==> src/rtl/sld_pkg.sv <==
// Shared widths, constants and unit request types for the soil layer drainage block.
package sld_pkg;

	localparam int LEN_W     = 20;
	localparam int MST_W     = 16;
	localparam int ITN_W     = 16;
	localparam int TOT_W     = 22;
	localparam int QUO_W     = 16;
	localparam int REL_W     = QUO_W + 1;
	localparam int DIV_STEPS = QUO_W / 2;
	localparam int DCNT_W    = $clog2(DIV_STEPS);
	localparam int MUL_A_W   = 36;
	localparam int MUL_B_W   = 17;
	localparam int MUL_P_W   = MUL_A_W + MUL_B_W;

	localparam logic [REL_W-1:0] ONE_Q16 = REL_W'(1) << QUO_W;
	localparam logic [LEN_W-1:0] LEN_MAX = '1;
	localparam logic [TOT_W-1:0] TOT_MAX = '1;
	localparam logic [LEN_W-1:0] THR_RST = LEN_W'(1);

	typedef logic [LEN_W-1:0] len_t;
	typedef logic [MST_W-1:0] mst_t;
	typedef logic [ITN_W-1:0] itn_t;
	typedef logic [TOT_W-1:0] tot_t;
	typedef logic [QUO_W-1:0] quo_t;
	typedef logic [REL_W-1:0] rel_t;

	typedef struct packed {
		logic start;
		len_t dividend;
		len_t divisor;
	} div_req_t;

	typedef struct packed {
		logic done;
		quo_t quo;
	} div_rsp_t;

	typedef struct packed {
		logic               start;
		logic [MUL_A_W-1:0] a;
		logic [MUL_B_W-1:0] b;
	} mul_req_t;

endpackage

==> src/rtl/sld_if.sv <==
// Request and result channel interfaces of the soil layer drainage block.
interface sld_in_if import sld_pkg::*; ();
	logic valid;
	logic ready;
	logic first_layer;
	logic last_layer;
	len_t drain_depth;
	len_t layer_depth;
	mst_t moisture;
	mst_t field_capacity;
	mst_t saturation;
	itn_t intensity;

	modport source (
		output valid, first_layer, last_layer, drain_depth, layer_depth,
		output moisture, field_capacity, saturation, intensity,
		input  ready
	);
	modport sink (
		input  valid, first_layer, last_layer, drain_depth, layer_depth,
		input  moisture, field_capacity, saturation, intensity,
		output ready
	);
endinterface

interface sld_out_if import sld_pkg::*; ();
	logic valid;
	logic ready;
	len_t layer_drainage;
	mst_t new_moisture;
	logic drained;
	logic cell_skipped;
	tot_t cell_total;
	logic last;

	modport source (
		output valid, layer_drainage, new_moisture, drained, cell_skipped,
		output cell_total, last,
		input  ready
	);
	modport sink (
		input  valid, layer_drainage, new_moisture, drained, cell_skipped,
		input  cell_total, last,
		output ready
	);
endinterface

==> src/rtl/sld_div.sv <==
// Shared radix-4 restoring divider: 16-bit quotient of (dividend << 16) / divisor.
module sld_div import sld_pkg::*; (
	input  logic     clk,
	input  logic     arst_n,
	input  div_req_t req,
	output div_rsp_t rsp
);

	len_t              rem_q;
	len_t              dvs_q;
	quo_t              quo_q;
	logic [DCNT_W-1:0] cnt_q;
	logic              run_q;
	logic              done_q;

	logic [LEN_W:0] r1, d1, r2, d2;
	logic           b1, b2;
	len_t           m1, m2;

	always_comb begin
		r1 = {rem_q, 1'b0};
		d1 = r1 - {1'b0, dvs_q};
		b1 = r1 >= {1'b0, dvs_q};
		m1 = b1 ? d1[LEN_W-1:0] : r1[LEN_W-1:0];
		r2 = {m1, 1'b0};
		d2 = r2 - {1'b0, dvs_q};
		b2 = r2 >= {1'b0, dvs_q};
		m2 = b2 ? d2[LEN_W-1:0] : r2[LEN_W-1:0];
	end

	always_ff @(posedge clk or negedge arst_n) begin
		if (!arst_n) begin
			run_q  <= 1'b0;
			done_q <= 1'b0;
			cnt_q  <= '0;
		end else begin
			done_q <= 1'b0;
			if (req.start) begin
				run_q <= 1'b1;
				cnt_q <= '0;
			end else if (run_q) begin
				cnt_q <= cnt_q + DCNT_W'(1);
				if (cnt_q == DCNT_W'(DIV_STEPS - 1)) begin
					run_q  <= 1'b0;
					done_q <= 1'b1;
				end
			end
		end
	end

	always_ff @(posedge clk) begin
		if (req.start) begin
			rem_q <= req.dividend;
			dvs_q <= req.divisor;
			quo_q <= '0;
		end else if (run_q) begin
			rem_q <= m2;
			quo_q <= {quo_q[QUO_W-3:0], b1, b2};
		end
	end

	assign rsp.done = done_q;
	assign rsp.quo  = quo_q;

endmodule

==> src/rtl/sld_mul.sv <==
// Shared registered multiplier for the drainage product chain.
module sld_mul import sld_pkg::*; (
	input  logic               clk,
	input  mul_req_t           req,
	output logic [MUL_P_W-1:0] p
);

	logic [MUL_P_W-1:0] p_q;

	always_ff @(posedge clk) begin
		if (req.start) begin
			p_q <= {{(MUL_P_W - MUL_A_W){1'b0}}, req.a} * {{(MUL_P_W - MUL_B_W){1'b0}}, req.b};
		end
	end

	assign p = p_q;

endmodule

==> src/rtl/soil_layer_drainage_core.sv <==
// Soil layer drainage top level: sequencer, layer state, output register and checks.
//
// Usage: in_ch carries one soil layer per request, top layer of a cell first
// (first_layer set), with the cell's drain depth and drainage intensity.
// out_ch returns one result per request: layer drainage, new moisture, the
// drained and skipped flags, the running cell total and the last marker.
// cfg_we/cfg_wdata write skip_threshold, which the user must do only while the
// block is idle; the block itself does not enforce this.
// One request is processed at a time; in_ch.ready is high only when idle, and
// the sequencer returns to idle at the edge that registers the result, so a new
// request is not taken before the last result is registered.
// The cost is set by up to three passes of the shared 2-bit-per-cycle
// divider (8 steps each) plus three passes of the shared multiplier.
// Reset clears the depth above, running total and skip flag, and sets
// skip_threshold to 1. A result held in the output register while out_ch
// is stalled keeps the sequencer waiting before the next request.
module soil_layer_drainage_core import sld_pkg::*; (
	input  logic         clk,
	input  logic         arst_n,
	input  logic         cfg_we,
	input  len_t         cfg_wdata,
	sld_in_if.sink       in_ch,
	sld_out_if.source    out_ch
);

	localparam logic [3:0] S_IDLE = 4'd0;
	localparam logic [3:0] S_CHK  = 4'd1;
	localparam logic [3:0] S_RDW  = 4'd2;
	localparam logic [3:0] S_WT   = 4'd3;
	localparam logic [3:0] S_WTW  = 4'd4;
	localparam logic [3:0] S_CMP  = 4'd5;
	localparam logic [3:0] S_M2   = 4'd6;
	localparam logic [3:0] S_M3   = 4'd7;
	localparam logic [3:0] S_M4   = 4'd8;
	localparam logic [3:0] S_NDW  = 4'd9;
	localparam logic [3:0] S_OUT  = 4'd10;

	function automatic tot_t sat_add(input tot_t a, input tot_t b);
		logic [TOT_W:0] s;
		s = {1'b0, a} + {1'b0, b};
		return s[TOT_W] ? TOT_MAX : s[TOT_W-1:0];
	endfunction

	logic [3:0] state_q;
	len_t       thr_q;
	tot_t       da_q;
	tot_t       rt_q;
	logic       skip_q;
	logic       out_valid_q;

	logic last_q;
	len_t dd_q;
	len_t ld_q;
	mst_t m_q;
	mst_t fc_q;
	mst_t sat_q;
	itn_t inten_q;
	rel_t rd_q;
	rel_t wt_q;
	len_t drain_q;
	mst_t newm_q;
	logic drained_q;

	len_t layer_drainage_q;
	mst_t new_moisture_q;
	logic drained_out_q;
	logic cell_skipped_q;
	tot_t cell_total_q;
	logic last_out_q;

	logic               in_acc;
	logic               out_free;
	logic [23:0]        num;
	logic               num_neg, num_zero, num_ge;
	mst_t               ex, span;
	logic               wt_pos;
	rel_t               diff;
	len_t               drain_sat;
	tot_t               da_next, rt_next;
	div_req_t           div_req;
	div_rsp_t           div_rsp;
	mul_req_t           mul_req;
	logic [MUL_P_W-1:0] mul_p;

	assign in_ch.ready = (state_q == S_IDLE);
	assign in_acc      = in_ch.valid && in_ch.ready;
	assign out_free    = !out_valid_q || out_ch.ready;

	always_comb begin
		num       = {2'b0, da_q} + {4'b0, ld_q} - {4'b0, dd_q};
		num_neg   = num[23];
		num_zero  = (num == '0);
		num_ge    = !num_neg && (num[22:0] >= {3'b0, ld_q});
		ex        = m_q - fc_q;
		span      = sat_q - fc_q;
		wt_pos    = (m_q > fc_q) && (sat_q > fc_q);
		diff      = wt_q - rd_q;
		drain_sat = (|mul_p[MUL_P_W-1:48]) ? LEN_MAX : mul_p[47:28];
		da_next   = sat_add(da_q, {{(TOT_W - LEN_W){1'b0}}, ld_q});
		rt_next   = sat_add(rt_q, {{(TOT_W - LEN_W){1'b0}}, drain_q});
	end

	always_comb begin
		div_req.start    = 1'b0;
		div_req.dividend = num[LEN_W-1:0];
		div_req.divisor  = ld_q;
		case (state_q)
			S_CHK: begin
				div_req.start = !skip_q && (ld_q != '0) && !num_neg && !num_zero && !num_ge;
			end
			S_WT: begin
				div_req.start    = wt_pos && (m_q < sat_q);
				div_req.dividend = {{(LEN_W - MST_W){1'b0}}, ex};
				div_req.divisor  = {{(LEN_W - MST_W){1'b0}}, span};
			end
			S_M4: begin
				div_req.start    = drain_sat < ld_q;
				div_req.dividend = drain_sat;
			end
			default: begin
				div_req.start = 1'b0;
			end
		endcase
	end

	always_comb begin
		mul_req.start = 1'b0;
		mul_req.a     = {{(MUL_A_W - MST_W){1'b0}}, ex};
		mul_req.b     = diff;
		case (state_q)
			S_CMP: begin
				mul_req.start = wt_q > rd_q;
			end
			S_M2: begin
				mul_req.start = 1'b1;
				mul_req.a     = {{(MUL_A_W - LEN_W){1'b0}}, ld_q};
				mul_req.b     = {1'b0, mul_p[31:16]};
			end
			S_M3: begin
				mul_req.start = 1'b1;
				mul_req.a     = mul_p[MUL_A_W-1:0];
				mul_req.b     = {1'b0, inten_q};
			end
			default: begin
				mul_req.start = 1'b0;
			end
		endcase
	end

	sld_div u_div (
		.clk    (clk),
		.arst_n (arst_n),
		.req    (div_req),
		.rsp    (div_rsp)
	);

	sld_mul u_mul (
		.clk (clk),
		.req (mul_req),
		.p   (mul_p)
	);

	always_ff @(posedge clk or negedge arst_n) begin
		if (!arst_n) begin
			state_q     <= S_IDLE;
			thr_q       <= THR_RST;
			da_q        <= '0;
			rt_q        <= '0;
			skip_q      <= 1'b0;
			out_valid_q <= 1'b0;
		end else begin
			if (cfg_we) begin
				thr_q <= cfg_wdata;
			end
			if (state_q == S_OUT && out_free) begin
				out_valid_q <= 1'b1;
			end else if (out_ch.ready) begin
				out_valid_q <= 1'b0;
			end
			case (state_q)
				S_IDLE: begin
					if (in_acc) begin
						if (in_ch.first_layer) begin
							da_q   <= '0;
							rt_q   <= '0;
							skip_q <= in_ch.drain_depth < thr_q;
						end
						state_q <= S_CHK;
					end
				end
				S_CHK: begin
					if (skip_q || ld_q == '0) begin
						state_q <= S_OUT;
					end else if (div_req.start) begin
						state_q <= S_RDW;
					end else begin
						state_q <= S_WT;
					end
				end
				S_RDW: begin
					if (div_rsp.done) begin
						state_q <= S_WT;
					end
				end
				S_WT: begin
					state_q <= div_req.start ? S_WTW : S_CMP;
				end
				S_WTW: begin
					if (div_rsp.done) begin
						state_q <= S_CMP;
					end
				end
				S_CMP: begin
					state_q <= mul_req.start ? S_M2 : S_OUT;
				end
				S_M2: begin
					state_q <= S_M3;
				end
				S_M3: begin
					state_q <= S_M4;
				end
				S_M4: begin
					state_q <= div_req.start ? S_NDW : S_OUT;
				end
				S_NDW: begin
					if (div_rsp.done) begin
						state_q <= S_OUT;
					end
				end
				S_OUT: begin
					if (out_free) begin
						if (!skip_q) begin
							da_q <= da_next;
							rt_q <= rt_next;
						end
						state_q <= S_IDLE;
					end
				end
				default: begin
					state_q <= S_IDLE;
				end
			endcase
		end
	end

	always_ff @(posedge clk) begin
		case (state_q)
			S_IDLE: begin
				if (in_acc) begin
					last_q    <= in_ch.last_layer;
					dd_q      <= in_ch.drain_depth;
					ld_q      <= in_ch.layer_depth;
					m_q       <= in_ch.moisture;
					fc_q      <= in_ch.field_capacity;
					sat_q     <= in_ch.saturation;
					inten_q   <= in_ch.intensity;
					drain_q   <= '0;
					newm_q    <= in_ch.moisture;
					drained_q <= 1'b0;
				end
			end
			S_CHK: begin
				rd_q <= num_ge ? ONE_Q16 : '0;
			end
			S_RDW: begin
				if (div_rsp.done) begin
					rd_q <= {1'b0, div_rsp.quo};
				end
			end
			S_WT: begin
				wt_q <= (wt_pos && m_q >= sat_q) ? ONE_Q16 : '0;
			end
			S_WTW: begin
				if (div_rsp.done) begin
					wt_q <= {1'b0, div_rsp.quo};
				end
			end
			S_M4: begin
				drain_q   <= drain_sat;
				drained_q <= 1'b1;
				newm_q    <= '0;
			end
			S_NDW: begin
				if (div_rsp.done) begin
					newm_q <= (div_rsp.quo >= m_q) ? '0 : m_q - div_rsp.quo;
				end
			end
			S_OUT: begin
				if (out_free) begin
					layer_drainage_q <= drain_q;
					new_moisture_q   <= newm_q;
					drained_out_q    <= drained_q;
					cell_skipped_q   <= skip_q;
					cell_total_q     <= skip_q ? rt_q : rt_next;
					last_out_q       <= last_q;
				end
			end
			default: begin
			end
		endcase
	end

	assign out_ch.valid          = out_valid_q;
	assign out_ch.layer_drainage = layer_drainage_q;
	assign out_ch.new_moisture   = new_moisture_q;
	assign out_ch.drained        = drained_out_q;
	assign out_ch.cell_skipped   = cell_skipped_q;
	assign out_ch.cell_total     = cell_total_q;
	assign out_ch.last           = last_out_q;

`ifndef SYNTH
	a_drain_not_skip: assert property (@(posedge clk) disable iff (!arst_n)
		out_ch.valid |-> !(out_ch.drained && out_ch.cell_skipped))
		else $error("drained result reported for a skipped cell");

	a_zero_when_dry: assert property (@(posedge clk) disable iff (!arst_n)
		out_ch.valid && !out_ch.drained |-> out_ch.layer_drainage == '0)
		else $error("nonzero drainage on a layer that did not drain");

	a_div_done_wait: assert property (@(posedge clk) disable iff (!arst_n)
		div_rsp.done |-> (state_q == S_RDW || state_q == S_WTW || state_q == S_NDW))
		else $error("divider finished outside a wait state");

	a_accept_check: assert property (@(posedge clk) disable iff (!arst_n)
		in_acc |=> state_q == S_CHK)
		else $error("accepted request did not enter the check step");
`endif

endmodule

==> src/flat_wrapper.sv <==
// flat-port wrapper written by rule: the top's interface ports become plain ports
module soil_layer_drainage_core_flat import sld_pkg::*;
  (clk, arst_n, cfg_we, cfg_wdata, in_ch_valid, in_ch_first_layer, in_ch_last_layer, in_ch_drain_depth, in_ch_layer_depth, in_ch_moisture, in_ch_field_capacity, in_ch_saturation, in_ch_intensity, in_ch_ready, out_ch_valid, out_ch_layer_drainage, out_ch_new_moisture, out_ch_drained, out_ch_cell_skipped, out_ch_cell_total, out_ch_last, out_ch_ready);
  sld_in_if in_ch_i ();
  sld_out_if out_ch_i ();
  input  logic clk;
  input  logic arst_n;
  input  logic cfg_we;
  input  len_t cfg_wdata;
  input wire logic [$bits(in_ch_i.valid)-1:0] in_ch_valid;
  input wire logic [$bits(in_ch_i.first_layer)-1:0] in_ch_first_layer;
  input wire logic [$bits(in_ch_i.last_layer)-1:0] in_ch_last_layer;
  input wire logic [$bits(in_ch_i.drain_depth)-1:0] in_ch_drain_depth;
  input wire logic [$bits(in_ch_i.layer_depth)-1:0] in_ch_layer_depth;
  input wire logic [$bits(in_ch_i.moisture)-1:0] in_ch_moisture;
  input wire logic [$bits(in_ch_i.field_capacity)-1:0] in_ch_field_capacity;
  input wire logic [$bits(in_ch_i.saturation)-1:0] in_ch_saturation;
  input wire logic [$bits(in_ch_i.intensity)-1:0] in_ch_intensity;
  output wire logic [$bits(in_ch_i.ready)-1:0] in_ch_ready;
  output wire logic [$bits(out_ch_i.valid)-1:0] out_ch_valid;
  output wire logic [$bits(out_ch_i.layer_drainage)-1:0] out_ch_layer_drainage;
  output wire logic [$bits(out_ch_i.new_moisture)-1:0] out_ch_new_moisture;
  output wire logic [$bits(out_ch_i.drained)-1:0] out_ch_drained;
  output wire logic [$bits(out_ch_i.cell_skipped)-1:0] out_ch_cell_skipped;
  output wire logic [$bits(out_ch_i.cell_total)-1:0] out_ch_cell_total;
  output wire logic [$bits(out_ch_i.last)-1:0] out_ch_last;
  input wire logic [$bits(out_ch_i.ready)-1:0] out_ch_ready;
  assign in_ch_i.valid = in_ch_valid;
  assign in_ch_i.first_layer = in_ch_first_layer;
  assign in_ch_i.last_layer = in_ch_last_layer;
  assign in_ch_i.drain_depth = in_ch_drain_depth;
  assign in_ch_i.layer_depth = in_ch_layer_depth;
  assign in_ch_i.moisture = in_ch_moisture;
  assign in_ch_i.field_capacity = in_ch_field_capacity;
  assign in_ch_i.saturation = in_ch_saturation;
  assign in_ch_i.intensity = in_ch_intensity;
  assign in_ch_ready = in_ch_i.ready;
  assign out_ch_valid = out_ch_i.valid;
  assign out_ch_layer_drainage = out_ch_i.layer_drainage;
  assign out_ch_new_moisture = out_ch_i.new_moisture;
  assign out_ch_drained = out_ch_i.drained;
  assign out_ch_cell_skipped = out_ch_i.cell_skipped;
  assign out_ch_cell_total = out_ch_i.cell_total;
  assign out_ch_last = out_ch_i.last;
  assign out_ch_i.ready = out_ch_ready;
  soil_layer_drainage_core u_core (.clk(clk), .arst_n(arst_n), .cfg_we(cfg_we), .cfg_wdata(cfg_wdata), .in_ch(in_ch_i), .out_ch(out_ch_i));
endmodule
==> config.mk <==
export PLATFORM = sky130hd
export DESIGN_NAME = soil_layer_drainage_core_flat
export DESIGN_NICKNAME = d
export VERILOG_FILES = /design/src/rtl/sld_pkg.sv /design/src/rtl/sld_if.sv /design/src/rtl/sld_div.sv /design/src/rtl/sld_mul.sv /design/src/rtl/soil_layer_drainage_core.sv /design/src/flat_wrapper.sv
export SDC_FILE = /design/constraint.sdc
export NUM_CORES = 2
export LEC_CHECK = 0
export BUFFER_PORTS_ARGS = -buffer_cell sky130_fd_sc_hd__buf_2
export CAP_MARGIN = 30
export CORE_MARGIN = 2
export CORE_UTILIZATION = 41
export CTS_CLUSTER_DIAMETER = 150
export CTS_CLUSTER_SIZE = 40
export DETAILED_ROUTE_END_ITERATION = 8
export SETUP_SLACK_MARGIN = 0.02
export SYNTH_ARGS = -nofsm -noshare
export SYNTH_HDL_FRONTEND = slang
export SYNTH_SLANG_ARGS = --single-unit
==> constraint.sdc <==
create_clock -name clk -period 27 [get_ports clk]
set_clock_uncertainty 0.2 [all_clocks]
set_input_delay 0 -clock clk [delete_from_list [all_inputs] [get_ports clk]]
set_output_delay 0 -clock clk [all_outputs]
set_load 0.02 [all_outputs]
==> results.toml <==
[timing]
setup_tns_ps = 0
fmax_mhz = 95.7
timing.final.ws_setup_ps = 16550
drv_slew = 0
fin_crit_sh = 0.387
finalHoldViolCount = 0
rsz0062_at_grt = "no"
slew-limit-headroom = 0.243
setup_viol_count_final = 0
worst-slew-pin-transition_ps = 1140
period_minus_slack_ps = 10450

[cts]
clock-sinks = 421
cts-buffers-inserted = 17
cts_buffer_depth = 3
cts_tree = "yes"
clock_latency_ps = 630
clk_pin_slew_ps = 140
root_buffer = "clkbuf_16"
htree_levels = 1

[global_routing]
antenna_found_initial = 3
use_met3 = 0.0282
grt_max_degree = 68
grt_util_met2 = 0.425
grt_first_pass_wirelength_microns = 221000
grt_pass1_vias = 37305
grt-busiest-layer = "met2"
gr-total-overflow = 0
use_met1 = 0.342
track_usage = 0.254

[die]
core_area_sq_um = 109000
dieArea_sq_um = 113000
pin_count = 194
fp.dieW_microns = 337
initial_utilization = 0.415
rows = 121
fp.dieH_microns = 337

[placement]
io_buffers = 193
place_hpwl_microns = 110000
place.gp.congestion = 0.918
place_area_sq_um = 48300
dp_slack_ps = 16820

[synth]
syn_area_per_cell_sq_um = 9.35
netlist.area_leader.share = 0.228
ys.flop_type = "edfxtp_1"
yosys_warnings = 0
synth-seq-area-share = 0.267
synth_cell_types = 98
async_reset_ff_frac = 0.178
syn_area_sq_um = 45300
ys_ff_latch = 421
synth.area.top_cells = "fa_1 23%, edfxtp_1 22%, ha_1 10%"
synthCells = 4850
synth_edf_count = 330
synth_top_area_cell = "fa_1"

[final_layout]
final_cell_mix = "840 x inv_1, 666 x nand2_1, 517 x fa_1, 367 x ha_1, 330 x edfxtp_1"
drive_above_1_share = 0.0727
final_common_cell = "inv_1"
nNetsFinal = 6299
stdcell_area_sq_um = 51900
utilization = 0.475
n_fill_cell = 10436
syn2layout_area_growth_pct = 14.5

[drt]
via_count = 36700
postRouteAntennaNets = 0
via_per_inst = 5.42
drt_first_pass_iters = 7
wl_per_cell_microns = 21.3
drt_iter0_markers = 3171
routed_wl_microns = 144000
drc = 0

[critical_path]
max_stage_delay_ps = 730
cpMostUsedCell = "fa_1"
crit_slowest_cell = "a21o_1"
setup.worst_path.start_class = "flop"
cp-end-kind = "flop"
cp.arrival_ps = 10610
crit_path_max_fanout = 16
cp_data_required_time_ps = 27160
criticalPathCategory = "reg -> reg"

[hold_path]
min_path_type = "in -> reg"

[run_status]
status = "finished, final reports clean"

[job]
max-cap-violations = 0
## stage by stage
step | hold slack [ps] | std cells
2_1_floorplan | -496 | 4868
3_3_place_gp | -175 | 6436
3_5_place_dp | -179 | 6442
4_1_cts | 0.218 | 6769
5_1_grt | 26.1 | 6773
6_report | 19.1 | 6773
## logic make-up after synthesis
family / count (synthesis) / synth area share
compound gates: 864 / 0.124
xor+xnor: 157 / 0.0303
fa+ha+maj: 884 / 0.330
buf+inv: 1012 / 0.0844
flops: 421 / 0.267
mux: 79 / 0.0178
other cells: 2 / 0.000166
simple gates: 1431 / 0.146
## synthesized netlist by cell type (14+ instances only)
cell type,n
nor2b_1,51
clkbuf_1,157
o21bai_1,18
a21o_1,95
inv_1,841
nor2_1,244
nor4_1,17
nand4_1,37
a21oi_1,197
o2bb2ai_1,19
edfxtp_1,330
o22ai_1,14
dfrtp_1,74
a221oi_1,14
and2_1,116
xnor2_1,109
o21ai_1,14
xor2_1,48
and3_1,64
or3_1,15
a31oi_1,27
nand2_1,668
nor3_1,58
o211ai_1,22
mux2i_1,67
ha_1,367
fa_1,517
dfxtp_1,16
o21a_1,41
nand2b_1,30
o22a_1,17
or2_2,31
o21ai_0,223
nand3_1,51
a211oi_1,33
## flip-flops by register name (all words and copies together), names as in the netlist, 3 cells and up
register	cells
u_core.drain_q	20
u_core.u_mul.p	53
u_core.u_div.dvs_q	20
u_core.fc_q	16
u_core.out_ch.layer_drainage	20
u_core.out_ch.new_moisture	16
u_core.state_q	4
u_core.rt_q	22
u_core.u_div.cnt_q	3
u_core.rd_q	17
u_core.m_q	16
u_core.wt_q	17
u_core.u_div.rem_q	20
u_core.dd_q	20
u_core.out_ch.cell_total	22
u_core.thr_q	20
u_core.u_div.quo_q	16
u_core.sat_q	16
u_core.inten_q	16
u_core.ld_q	20
u_core.da_q	22
u_core.newm_q	16
## path summary, 6_finish.rpt
kind	start	endpoint	slack (ps)	cells past startpoint
max	u_core.fc_q[0]	u_core.u_mul.p[42]	16550	34
min	in_ch_moisture[8]	u_core.newm_q[8]	20	4
max reg2reg	u_core.fc_q[0]	u_core.u_mul.p[42]	16550	34
min reg2reg	u_core.newm_q[12]	u_core.out_ch.new_moisture[12]	210	0
max in group asynchronous	arst_n	u_core.rt_q[4]	25760	4
min in group asynchronous	arst_n	u_core.thr_q[0]	230	3
## critical path, delay by kind of cell, from the launching register on
family | cells | cell delay [ps]
buf+inv | 5 | 240
fa+ha+maj | 9 | 4000
flops | 1 | 430
compound gates | 15 | 4180
simple gates | 3 | 490
xor+xnor | 2 | 620
## per-layer routing
layer | routed length (microns) | vias to the layer above
met1 | 61600 | 18334
met2 | 67800 | 1277
met3 | 9480 | 249
li1 | - | 16838
met4 | 5360 | 2
met5 | 13 | -
## cell type report
type                       instances  area (sq um)  share of cell area
clock buffer                      21           450             0.00868
multi-input combinational       3435         29600               0.570
tap                             1476          1850              0.0356
sequential                       421         12100               0.233
clock inverter                     9           165             0.00318
timing repair buffer             568          4600              0.0887
antenna                            2          5.00           0.0000964
inverter                         841          3160              0.0608
## timing repair
action,CTS,global route
gates resized for setup,0,0
setup buffers,0,0
hold endpoints to repair,278,0
hold buffers,297,0
Power is left out: the tool's default activity adds up to more than one toggle a clock period on the data nets, which glitch-free logic cannot reach.
